$ cat src/rtl/positional_array_list_macros.svh
// Assertion macros shared by the positional array list RTL.
// No dependencies; include by bare file name where assertions are written.
`ifndef POSITIONAL_ARRAY_LIST_MACROS_SVH
`define POSITIONAL_ARRAY_LIST_MACROS_SVH

// Same-cycle implication, disabled while reset is asserted.
`define PAL_ASSERT_IMP(label, clk, rst_n, ante, cons) \
  label: assert property (@(posedge clk) disable iff (!rst_n) (ante) |-> (cons)) \
    else $error("positional_array_list: same-cycle check failed");

// Next-cycle implication, disabled while reset is asserted.
`define PAL_ASSERT_NXT(label, clk, rst_n, ante, cons) \
  label: assert property (@(posedge clk) disable iff (!rst_n) (ante) |=> (cons)) \
    else $error("positional_array_list: next-cycle check failed");

`endif

$ cat src/rtl/pal_pkg.sv
// Shared constants, codes and types of the positional array list.
// No dependencies; used by pal_cell, pal_gather and positional_array_list.
package pal_pkg;

  localparam int CAPACITY    = 128;
  localparam int ENTRY_BITS  = 32;
  localparam int CMD_BITS    = 3;
  localparam int POS_BITS    = 8;
  localparam int COUNT_BITS  = 8;
  localparam int STATUS_BITS = 2;

  localparam int IDX_W = $clog2(CAPACITY);
  localparam int CNT_W = $clog2(CAPACITY + 1);
  localparam int CMP_W = (CNT_W > POS_BITS) ? CNT_W : POS_BITS;

  localparam int GROUP_SIZE = 16;
  localparam int NUM_GROUPS = (CAPACITY + GROUP_SIZE - 1) / GROUP_SIZE;

  typedef enum logic [CMD_BITS-1:0] {
    CMD_INS_FRONT = 3'd0,
    CMD_INS_AT    = 3'd1,
    CMD_INS_BACK  = 3'd2,
    CMD_REM_FRONT = 3'd3,
    CMD_REM_AT    = 3'd4,
    CMD_REM_BACK  = 3'd5,
    CMD_READ_AT   = 3'd6
  } pal_cmd_e;

  typedef enum logic [STATUS_BITS-1:0] {
    ST_OK    = 2'd0,
    ST_FULL  = 2'd1,
    ST_EMPTY = 2'd2,
    ST_RANGE = 2'd3
  } pal_status_e;

  typedef enum logic [1:0] {
    SH_HOLD   = 2'd0,
    SH_INSERT = 2'd1,
    SH_REMOVE = 2'd2
  } pal_shift_e;

  // Broadcast to every cell in the chain.
  typedef struct packed {
    pal_shift_e       op;
    logic [IDX_W-1:0] at;
    logic             rd_en;
  } pal_ctrl_t;

endpackage

$ cat src/rtl/pal_cell.sv
// One storage cell of the list chain: holds one entry word.
// Depends on pal_pkg for widths and the control broadcast type.
module pal_cell (
  input  logic                           clk_i,
  input  logic [pal_pkg::IDX_W-1:0]      cell_idx_i,
  input  pal_pkg::pal_ctrl_t             ctrl_i,
  input  logic [pal_pkg::ENTRY_BITS-1:0] value_i,
  input  logic [pal_pkg::ENTRY_BITS-1:0] left_i,
  input  logic [pal_pkg::ENTRY_BITS-1:0] right_i,
  output logic [pal_pkg::ENTRY_BITS-1:0] entry_o,
  output logic [pal_pkg::ENTRY_BITS-1:0] rd_o
);

  logic [pal_pkg::ENTRY_BITS-1:0] entry_q, entry_d;

  always_comb begin
    entry_d = entry_q;
    case (ctrl_i.op)
      pal_pkg::SH_INSERT: begin
        // take the lower neighbor above the gap, the new word at the gap
        if (cell_idx_i > ctrl_i.at) begin
          entry_d = left_i;
        end else if (cell_idx_i == ctrl_i.at) begin
          entry_d = value_i;
        end
      end
      pal_pkg::SH_REMOVE: begin
        // close the gap: take the upper neighbor from the target on
        if (cell_idx_i >= ctrl_i.at) begin
          entry_d = right_i;
        end
      end
      default: entry_d = entry_q;
    endcase
  end

  always_ff @(posedge clk_i) begin
    entry_q <= entry_d;
  end

  assign entry_o = entry_q;
  assign rd_o    = (ctrl_i.rd_en && (cell_idx_i == ctrl_i.at)) ? entry_q : '0;

endmodule

$ cat config.mk
export PLATFORM = sky130hd
export DESIGN_NAME = pal_cell
export DESIGN_NICKNAME = d
export VERILOG_FILES = /design/src/rtl/positional_array_list_macros.svh /design/src/rtl/pal_pkg.sv /design/src/rtl/pal_cell.sv
export SDC_FILE = /design/constraint.sdc
export NUM_CORES = 1
export LEC_CHECK = 0
export BUFFER_PORTS_ARGS = -buffer_cell sky130_fd_sc_hd__buf_2
export CORE_MARGIN = 2
export CORE_UTILIZATION = 44
export CTS_BUF_LIST = sky130_fd_sc_hd__clkbuf_8
export DETAILED_ROUTE_END_ITERATION = 10
export GPL_TIMING_DRIVEN = 0
export PLACE_DENSITY = 0.9
export SLEW_MARGIN = 30
export SYNTH_ARGS = -nofsm -noshare
export SYNTH_HDL_FRONTEND = slang
export SYNTH_SLANG_ARGS = --single-unit
export TNS_END_PERCENT = 50
$ cat constraint.sdc
create_clock -name clk_i -period 3.4 [get_ports clk_i]
set_clock_uncertainty 0.05 [all_clocks]
set_input_delay 0 -clock clk_i [delete_from_list [all_inputs] [get_ports clk_i]]
set_output_delay 0 -clock clk_i [all_outputs]
set_load 0.03 [all_outputs]
==> results of run 1 <==
-- worst max-delay path by stage --
stage,endpoint,slack (ns),depth (start not counted)
after CTS,entry_o[6],1.59,8
final,entry_o[6],1.59,8
after floorplan,entry_o[0],0.61,7
after global placement,entry_o[13],-0.10,7
after global routing,entry_o[4],1.48,9
after detailed placement,entry_o[6],1.30,8
-- metrics by stage --
stage	cells	total power, mW
global route	553	1.434
global placement	545	1.074
CTS	553	1.363
detailed placement	546	1.097
floorplan	293	0.8975
finish	553	1.364
-- cell type report --
| class | count | share of cell area, % |
|---|---|---|
| multi-input combinational | 216 | 39.00 |
| sequential | 32 | 25.73 |
| timing repair buffer | 178 | 24.46 |
| buffer | 35 | 5.226 |
| tap | 75 | 2.513 |
| clock buffer | 5 | 1.843 |
| inverter | 10 | 1.005 |
| clock inverter | 2 | 0.2345 |
-- metal layers --
layer	up-vias	GRT usage, %	share of wire [%]
met5	-	0	0
met3	16	3.407	9.4
li1	1524	-	-
met2	213	50.82	52
met4	0	8.983	1.9
met1	1475	31.15	37
-- worst max-delay path, delay by kind of cell --
family	cells	cell delay, ns
adder cells (fa/ha/maj)	1	0.32
buffers and inverters	3	0.46
AND/OR/NAND/NOR	4	1.01
-- cells in the final DEF (no fill, tap or decap), drive strengths merged --
| master | instances |
|---|---|
| ha | 9 |
| o21a | 2 |
| nand4 | 1 |
| and4 | 2 |
| and3b | 1 |
| o2111ai | 32 |
| nor4 | 1 |
| clkbuf | 19 |
| nor2b | 32 |
| edfxtp | 32 |
| inv | 11 |
| buf | 199 |
| a21o | 1 |
| clkinv | 1 |
| o21ai | 2 |
| a21oi | 2 |
| nand3 | 64 |
| nor2 | 2 |
| a22oi | 32 |
| and3 | 32 |
| nand2 | 1 |
-- power by group --
group | total, mW | leakage, nW | switching, mW | internal (mW)
clock network | 0.272 | 0.0452 | 0.136 | 0.136
registers | 0.563 | 0.302 | 0.0320 | 0.531
logic | 0.530 | 1.56 | 0.345 | 0.185
-- logic make-up (layout without fill, tap and decap cells) --
group                      Yosys count  after routing
adders and majority gates            9              9
and+or+nand+nor                    136            136
buffers and inverters               45            230
AOI/OAI and AO/OA                   71             71
DFF                                 32             32
==> key figures, run 1 <==
Synth
  • Top FF cell, synth: edfxtp_1
  • Register bit count reported by yosys: 32
  • Synth Area in Compound Gates: 21.31%
  • Seq/Total Area, Yosys: 36.36%
  • Count leader, synth: nand3_1
  • Ys async rst share: 0%
  • Post-synthesis xor/xnor area fraction: 0%
  • Synth area leader: edfxtp_1
  • Yosys cell types: 22
  • Synth warnings: 0
  • Synth Area in Adders: 4.261%
  • Avg Inst Size Synth: 9.019 µm²
  • Synth top area share: 36.36%
  • Synth Cell Area: 2643 µm²
  • Mapped Cells: 293
  • Largest family of logic cells by synthesized area: simple AND/OR/NAND/NOR gates
  • Mux cell area share after synthesis: 0%
  • Post-Syn Nets: 416
  • Simple-gate portion of the synthesized area: 29.26%
  • Top cells by area, synth: edfxtp_1, nand3_1, o2111ai_1, a22oi_1, and3_1
  • Post-synth EDFFs: 32

Floorplan
  • Die Wd: 81.50 µm
  • Placeable Area: 5851 µm²
  • I/O pins: 178
  • Num rows: 28
  • Die height: 81.50 µm
  • Starting density of the core: 45.17%
  • Die Area: 6641 µm²

Layout
  • Nets: 601
  • Fraction of layout cells with a size suffix above 1: 43.31%
  • Ant diodes: 0
  • FF+latch area: 960.9 µm²
  • Number of fill cells in the layout: 527
  • Multi-input gate area: 1456 µm²
  • Post-layout util: 63.84%
  • Area Growth Syn to Fin: 41.34%
  • Design area: 3735 µm²
  • Largest register FFs: 32

Setup path
  • Kind of critical path: input pin to flop
  • Crit path max-delay cell type: nor4_1
  • Worst-path fanout max: 22
  • CP startpoint kind: input pin
  • Critical Path AT: 1.79 ns
  • Crit path launch: cell_idx_i[6]
  • CP max stage delay: 0.41 ns
  • Worst Path Required: 3.38 ns
  • CP Capture Type: flop
  • Worst-path cell chain: buf_2 > ha_1 > and4_4 > and4_1 > buf_6 > nor4_1 > nor2_4 > buf_16

GRT
  • Congestion Overflow GR: 0
  • Largest net degree at the start of global routing: 23
  • Vias in the first global route: 2994
  • Gr usage total: 26.92%
  • Antenna violations before repair: 0
  • Wire length of the first global-routing pass: 13620 µm

STA
  • Sum Neg Setup Slack: 0 ns
  • Slew margin rel.: 65.27%
  • Tcrit/Tclk final: 53.29%
  • Fmax: 551.9 MHz
  • Final setup fails: 0
  • Worst setup margin: 1.588 ns
  • Tmin final: 1.812 ns
  • Fin Hold WS: 0.01055 ns
  • Max-slew violation count: 0
  • Tightest Pin Transition: 0.5210 ns
  • Final Hold Fails: 0
  • RSZ-0062 raised after global routing: false

Routing
  • DRT Pass-1 Iters: 5
  • Routed vias/inst: 5.837
  • Antenna viol nets, final: 0
  • Detailed-route wire length per cell: 16.49 µm
  • Via count: 3228
  • Routed WL: 9120 µm
  • DRC Markers: 0
  • Initial DRC Count: 232

Placement
  • Post-place instance area: 3657 µm²
  • Worst slack at placement: 1.298 ns
  • PortBufs: 177
  • Dpl hpwl: 7016 µm
  • Placer Congestion: 0.8762

CTS
  • Hold Buf Count CTS: 0
  • CTS tree: built
  • Clock Root Buffer: clkbuf_8
  • CTS sink cnt: 32
  • Post-CTS sizing: 0
  • Depth of the CTS H-tree: 2
  • Longest Clk Path Bufs: 2
  • Clk slew on worst S/H paths: 0.07 ns
  • Post-CTS Setup Bufs: 0
  • Cts bufs inserted: 5

Run status
  • Status: finished, final reports clean

Min path
  • Worst Hold Class: input pin to flop
  • Hold path depth: 3
  • Startpoint of the worst hold path: right_i[29]
  • Hold EP: entry_o[29]

Pwr
  • Lkg Pwr: 1.909 nW
  • Worst vdd ir: 0.2052 mV
  • PwrDens: 365.2 nW/µm²

Run
  • Max Cap Viol: 0
Power figures use the tool's default switching activity.
==> inputs of run 2 (changes only) <==
ABC_AREA = 1   (was unset)
CORE_UTILIZATION = 39   (was 44)
PLACE_DENSITY = 0.86   (was 0.9)
clock period = 1.5 ns   (was 3.4 ns; I/O delays follow)
==> key figures, run 2 <==
Run status
  • Status: finished, final reports clean

Layout
  • Number of fill cells in the layout: 512
  • Nets: 731
  • Fraction of layout cells with a size suffix above 1: 37.83%
  • Most frequent cells in the layout: buf_2, inv_1, nand2_1
  • Largest register FFs: 32
  • Most common cell after layout, fill and taps aside: buf_2
  • Design area: 4238 µm²
  • Post-layout util: 67.12%
  • Area Growth Syn to Fin: 68.26%
  • Ant diodes: 0
  • Non-filler cells, final: 685

Floorplan
  • Placeable Area: 6314 µm²
  • Die Area: 7117 µm²
  • I/O pins: 178
  • Die height: 84.36 µm
  • Die Wd: 84.36 µm
  • Num rows: 29
  • Starting density of the core: 39.89%

GRT
  • Vias in the first global route: 2981
  • Gr usage total: 23.16%
  • Antenna violations before repair: 0
  • Congestion Overflow GR: 0
  • Largest net degree at the start of global routing: 12
  • Wire length of the first global-routing pass: 13370 µm

Synth
  • Post-synth EDFFs: 32
  • Synth top area share: 38.15%
  • Post-Syn Nets: 505
  • Seq/Total Area, Yosys: 38.15%
  • Top FF cell, synth: edfxtp_1
  • Register bit count reported by yosys: 32
  • Top cells by area, synth: edfxtp_1, inv_1, nand2_1, nand3_1, nor2_1
  • Avg Inst Size Synth: 6.593 µm²
  • Count leader, synth: inv_1
  • Synth warnings: 0
  • Mapped Cells: 382
  • Yosys cell types: 18
  • Post-synth top cells: inv_1, nand2_1, nand3_1, nor2_1, edfxtp_1
  • Synth Cell Area: 2519 µm²
  • Synth area leader: edfxtp_1
  • Ys async rst share: 0%

Routing
  • Detailed-route wire length per cell: 12.65 µm
  • Routed vias/inst: 4.669
  • DRC Markers: 0
  • Via count: 3198
  • DRT Pass-1 Iters: 5
  • Antenna viol nets, final: 0
  • Initial DRC Count: 128
  • Routed WL: 8663 µm

Run
  • Max Cap Viol: 0

Placement
  • Post-place instance area: 3595 µm²
  • PortBufs: 177
  • Inst Count DP: 636
  • Placer Congestion: 0.8218
  • Dpl hpwl: 6145 µm

CTS
  • Longest Clk Path Bufs: 2
  • Depth of the CTS H-tree: 2
  • CTS tree: built
  • Clock Root Buffer: clkbuf_8
  • Cts bufs inserted: 5
  • Clk slew on worst S/H paths: 0.06 ns
  • CTS sink cnt: 32

STA
  • Fmax: 683.8 MHz
  • Final Hold Fails: 0
  • Tmin final: 1.462 ns
  • Slew margin rel.: 68.42%
  • Tightest Pin Transition: 0.4738 ns
  • RSZ-0062 raised after global routing: true
  • Final setup fails: 0
  • Sum Neg Setup Slack: 0 ns
  • Fin Hold WS: 0.006702 ns
  • Max-slew violation count: 0
  • Tcrit/Tclk final: 97.50%

Setup path
  • CP max stage delay: 0.27 ns
  • Kind of critical path: input pin to output port
  • Worst-path fanout max: 10
  • Worst-path cell chain: buf_4 > inv_12 > ha_4 > nand2_4 > nor2_4 > nand4_4 > inv_2 > nand2_4 > buf_6 > nor2_1 > clkbuf_4
  • CP startpoint kind: input pin
  • Most frequent CP cell: nand2_4
  • CP Capture Type: output port
  • Crit path max-delay cell type: ha_4
  • Critical Path AT: 1.41 ns
  • Worst Path Required: 1.45 ns

Min path
  • Worst Hold Class: input pin to flop

Pwr
  • Lkg Pwr: 2.558 nW
  • Worst vdd ir: 0.4774 mV
  • PwrDens: 781.3 nW/µm²
[run 2: path summary, 6_finish.rpt]
path | start | endpoint | slack, ns | cells after the start
hold / removal | right_i[11] | entry_o[11] | 0.007 | 3
setup / recovery | ctrl_i[5] | rd_o[7] | 0.04 | 11
[run 2: power breakdown]
part	internal, mW	switching, mW
clock network	0.305	0.282
logic	0.549	0.880
registers	1.20	0.0906
[run 2: routing by layer]
metal / global-route usage [%] / wire length, µm / up-vias
li1: - / - / 1577
met1: 27.26 / 3307 / 1455
met2: 43.36 / 4624 / 149
met3: 3.736 / 578 / 17
met4: 6.494 / 152 / 0
met5: 0 / 0 / -
[run 2: timing repair]
action / CTS / global route
setup endpoints to repair: 62 / 80
hold buffers: 31 / 0
pin swaps: 2 / 3
hold endpoints to repair: 31 / 0
buffers inserted: 7 / 2
cloned: 1 / 1
gates resized for setup: 12 / 53
[run 2: cell type report]
cell class	instances	area, µm²	share of cell area, %
plain buffers	19	152.6	3.602
clock buffers	5	68.82	1.624
clock inverters	2	7.507	0.1771
inverters	111	431.7	10.19
multi-input cells	221	1150	27.13
flip-flops and latches	32	960.9	22.67
well taps	77	96.34	2.273
repair buffers	218	1370	32.33
[run 2: stage by stage]
| stage | total power, mW | worst slack, ns |
|---|---|---|
| 6_report | 3.311 | 0.03751 |
| 5_1_grt | 3.509 | -0.06520 |
| 4_1_cts | 3.274 | 0.01226 |
| 3_5_place_dp | 2.554 | -0.8891 |
| 3_3_place_gp | 2.515 | -0.8166 |
| 2_1_floorplan | 2.114 | -0.3556 |
[run 2: critical path: cells and delay by family]
kind                     cells  cell delay, ns
AND/OR/NAND/NOR              5            0.51
adder cells (fa/ha/maj)      1            0.27
buffers and inverters        5            0.63
[run 2: cells by family after synthesis]
| logic type | count (synthesis) | share of synthesized area [%] |
|---|---|---|
| buffers and inverters | 130 | 20.71 |
| adders and majority gates | 9 | 4.471 |
| and+or+nand+nor | 208 | 35.92 |
| DFF | 32 | 38.15 |
| AOI/OAI and AO/OA | 3 | 0.7448 |
==> inputs of run 3 (changes only) <==
MAX_ROUTING_LAYER = met4   (was unset)
==> key figures, run 3 (same netlist as run 2, synthesis figures left out) <==
Placement
  • PortBufs: 177
  • Placer Congestion: 0.8342
  • Worst slack at placement: -0.8891 ns
  • Dpl hpwl: 6145 µm
  • Post-place instance area: 3595 µm²
  • Inst Count DP: 636

GRT
  • Met2 Usage GRT: 43.29%
  • Wire length of the first global-routing pass: 13370 µm
  • Antenna violations before repair: 0
  • Top Usage Layer GRT: met2
  • Met3 Use GR: 3.245%
  • Congestion Overflow GR: 0
  • Vias in the first global route: 2979
  • Gr usage total: 23.87%
  • Met1 Usage GRT: 27.63%
  • Largest net degree at the start of global routing: 12

Routing
  • DRC Markers: 0
  • DRT Pass-1 Iters: 5
  • Detailed-route wire length per cell: 12.72 µm
  • Antenna viol nets, final: 0
  • Via count: 3194
  • Routed WL: 8727 µm
  • Routed vias/inst: 4.656
  • Initial DRC Count: 129

Setup path
  • CP max stage delay: 0.27 ns
  • Critical Path AT: 1.41 ns
  • Kind of critical path: input pin to output port
  • CP startpoint kind: input pin
  • Worst Path Required: 1.45 ns
  • Worst-path cell chain: buf_4 > inv_12 > ha_4 > nand2_4 > nor2_4 > nand4_4 > inv_2 > nand2_4 > buf_6 > nor2_1 > clkbuf_4
  • Crit path max-delay cell type: ha_4
  • Worst-path fanout max: 10
  • Most frequent CP cell: nand2_4
  • CP Capture Type: output port

Layout
  • Non-filler cells, final: 686
  • Design area: 4258 µm²
  • Fraction of layout cells with a size suffix above 1: 37.93%
  • Area Growth Syn to Fin: 69.05%
  • Most common cell after layout, fill and taps aside: buf_2
  • Nets: 732
  • Largest register FFs: 32
  • Ant diodes: 0
  • Most frequent cells in the layout: buf_2, inv_1, nand2_1

Min path
  • Worst Hold Class: input pin to flop
  • Hold path depth: 3

Pwr
  • Register share of total power: 38.8%
  • Lkg Pwr: 2.568 nW
  • Clock share of power: 17.8%
  • Logic pwr share: 43.4%
  • Worst vdd ir: 0.4806 mV
  • Psw: 1.261 mW
  • Sw frac: 37.85%
  • Int Power: 2.071 mW
  • PwrDens: 782.6 nW/µm²

Run
  • Max Cap Viol: 0

Floorplan
  • Num rows: 29
  • Placeable Area: 6314 µm²
  • Die Wd: 84.36 µm
  • Die height: 84.36 µm
  • I/O pins: 178
  • Die Area: 7117 µm²
  • Starting density of the core: 39.89%

STA
  • Final setup fails: 0
  • Fmax: 683.8 MHz
  • Tcrit/Tclk final: 97.50%
  • Tmin final: 1.463 ns
  • Fin Hold WS: 0.003004 ns
  • Slew margin rel.: 66.37%
  • Final Hold Fails: 0
  • Worst setup margin: 0.03748 ns
  • Max-slew violation count: 0
  • Tightest Pin Transition: 0.5045 ns
  • RSZ-0062 raised after global routing: true

CTS
  • CTS tree: built
  • Longest Clk Path Bufs: 2
  • Depth of the CTS H-tree: 2
  • Clk slew on worst S/H paths: 0.06 ns
  • Clock Root Buffer: clkbuf_8
  • CTS sink cnt: 32
  • Cts bufs inserted: 5

Run status
  • Status: finished, final reports clean
-- run 3: cell types whose count changed in the layout (fill, tap and decap cells not counted), sizes merged --
cell    previous run  this run
buf              199       202
clkbuf            12        10
-- run 3: what timing repair did --
item                                    4_1_cts  5_1_grt
endpoints found under the setup margin       62       82
resized for setup                            12       55
setup buffers                                 7        3
hold endpoints to repair                     31        0
pin swaps                                     2        3
hold buffers                                 31        0
cloned                                        1        1
-- run 3: path summary, 6_finish.rpt --
check	from	end	slack [ns]
worst max-delay path	ctrl_i[5]	rd_o[7]	0.04
worst min-delay path	right_i[11]	entry_o[11]	0.003
-- run 3: worst max-delay path: cells and delay by family --
kind / cells / cell delay, ns
adder cells (fa/ha/maj): 1 / 0.27
AND/OR/NAND/NOR: 5 / 0.50
buffers and inverters: 5 / 0.63
-- run 3: per-stage QoR --
| stage | utilization [%] | TNS (ns) | total power, mW |
|---|---|---|---|
| 3_3_place_gp | 56.94 | -31.84 | 2.515 |
| 3_5_place_dp | 56.94 | -35.94 | 2.554 |
| 4_1_cts | 65.14 | 0 | 3.274 |
| 5_1_grt | 67.44 | -0.07348 | 3.526 |
| 6_report | 67.44 | 0 | 3.332 |
| 2_1_floorplan | - | -11.38 | 2.114 |
-- run 3: routing by layer --
layer | up-vias | share of wire (%) | wire, µm
li1 | 1584 | - | -
met1 | 1438 | 39 | 3379
met2 | 155 | 53 | 4650
met3 | 17 | 6.2 | 544
met4 | 0 | 1.8 | 153
met5 | - | 0 | 0
-- run 3: power groups by stage --
stage               sequential, mW  clock (mW)  combinational [mW]
global route                  1.31       0.642                1.58
global placement              1.30           0                1.21
finish                        1.29       0.592                1.45
floorplan                     1.63           0               0.487
detailed placement            1.31           0                1.25
CTS                           1.29       0.604                1.38
-- run 3: area by class of cell --
| cell class | instances | area (µm²) |
|---|---|---|
| Tap cell | 77 | 96.34 |
| Clock inverter | 2 | 7.507 |
| Multi-Input combinational cell | 221 | 1150 |
| Fill cell | 500 | 2056 |
| Timing Repair Buffer | 219 | 1390 |
| Sequential cell | 32 | 960.9 |
| Buffer | 19 | 152.6 |
| Clock buffer | 5 | 68.82 |
| Inverter | 111 | 431.7 |
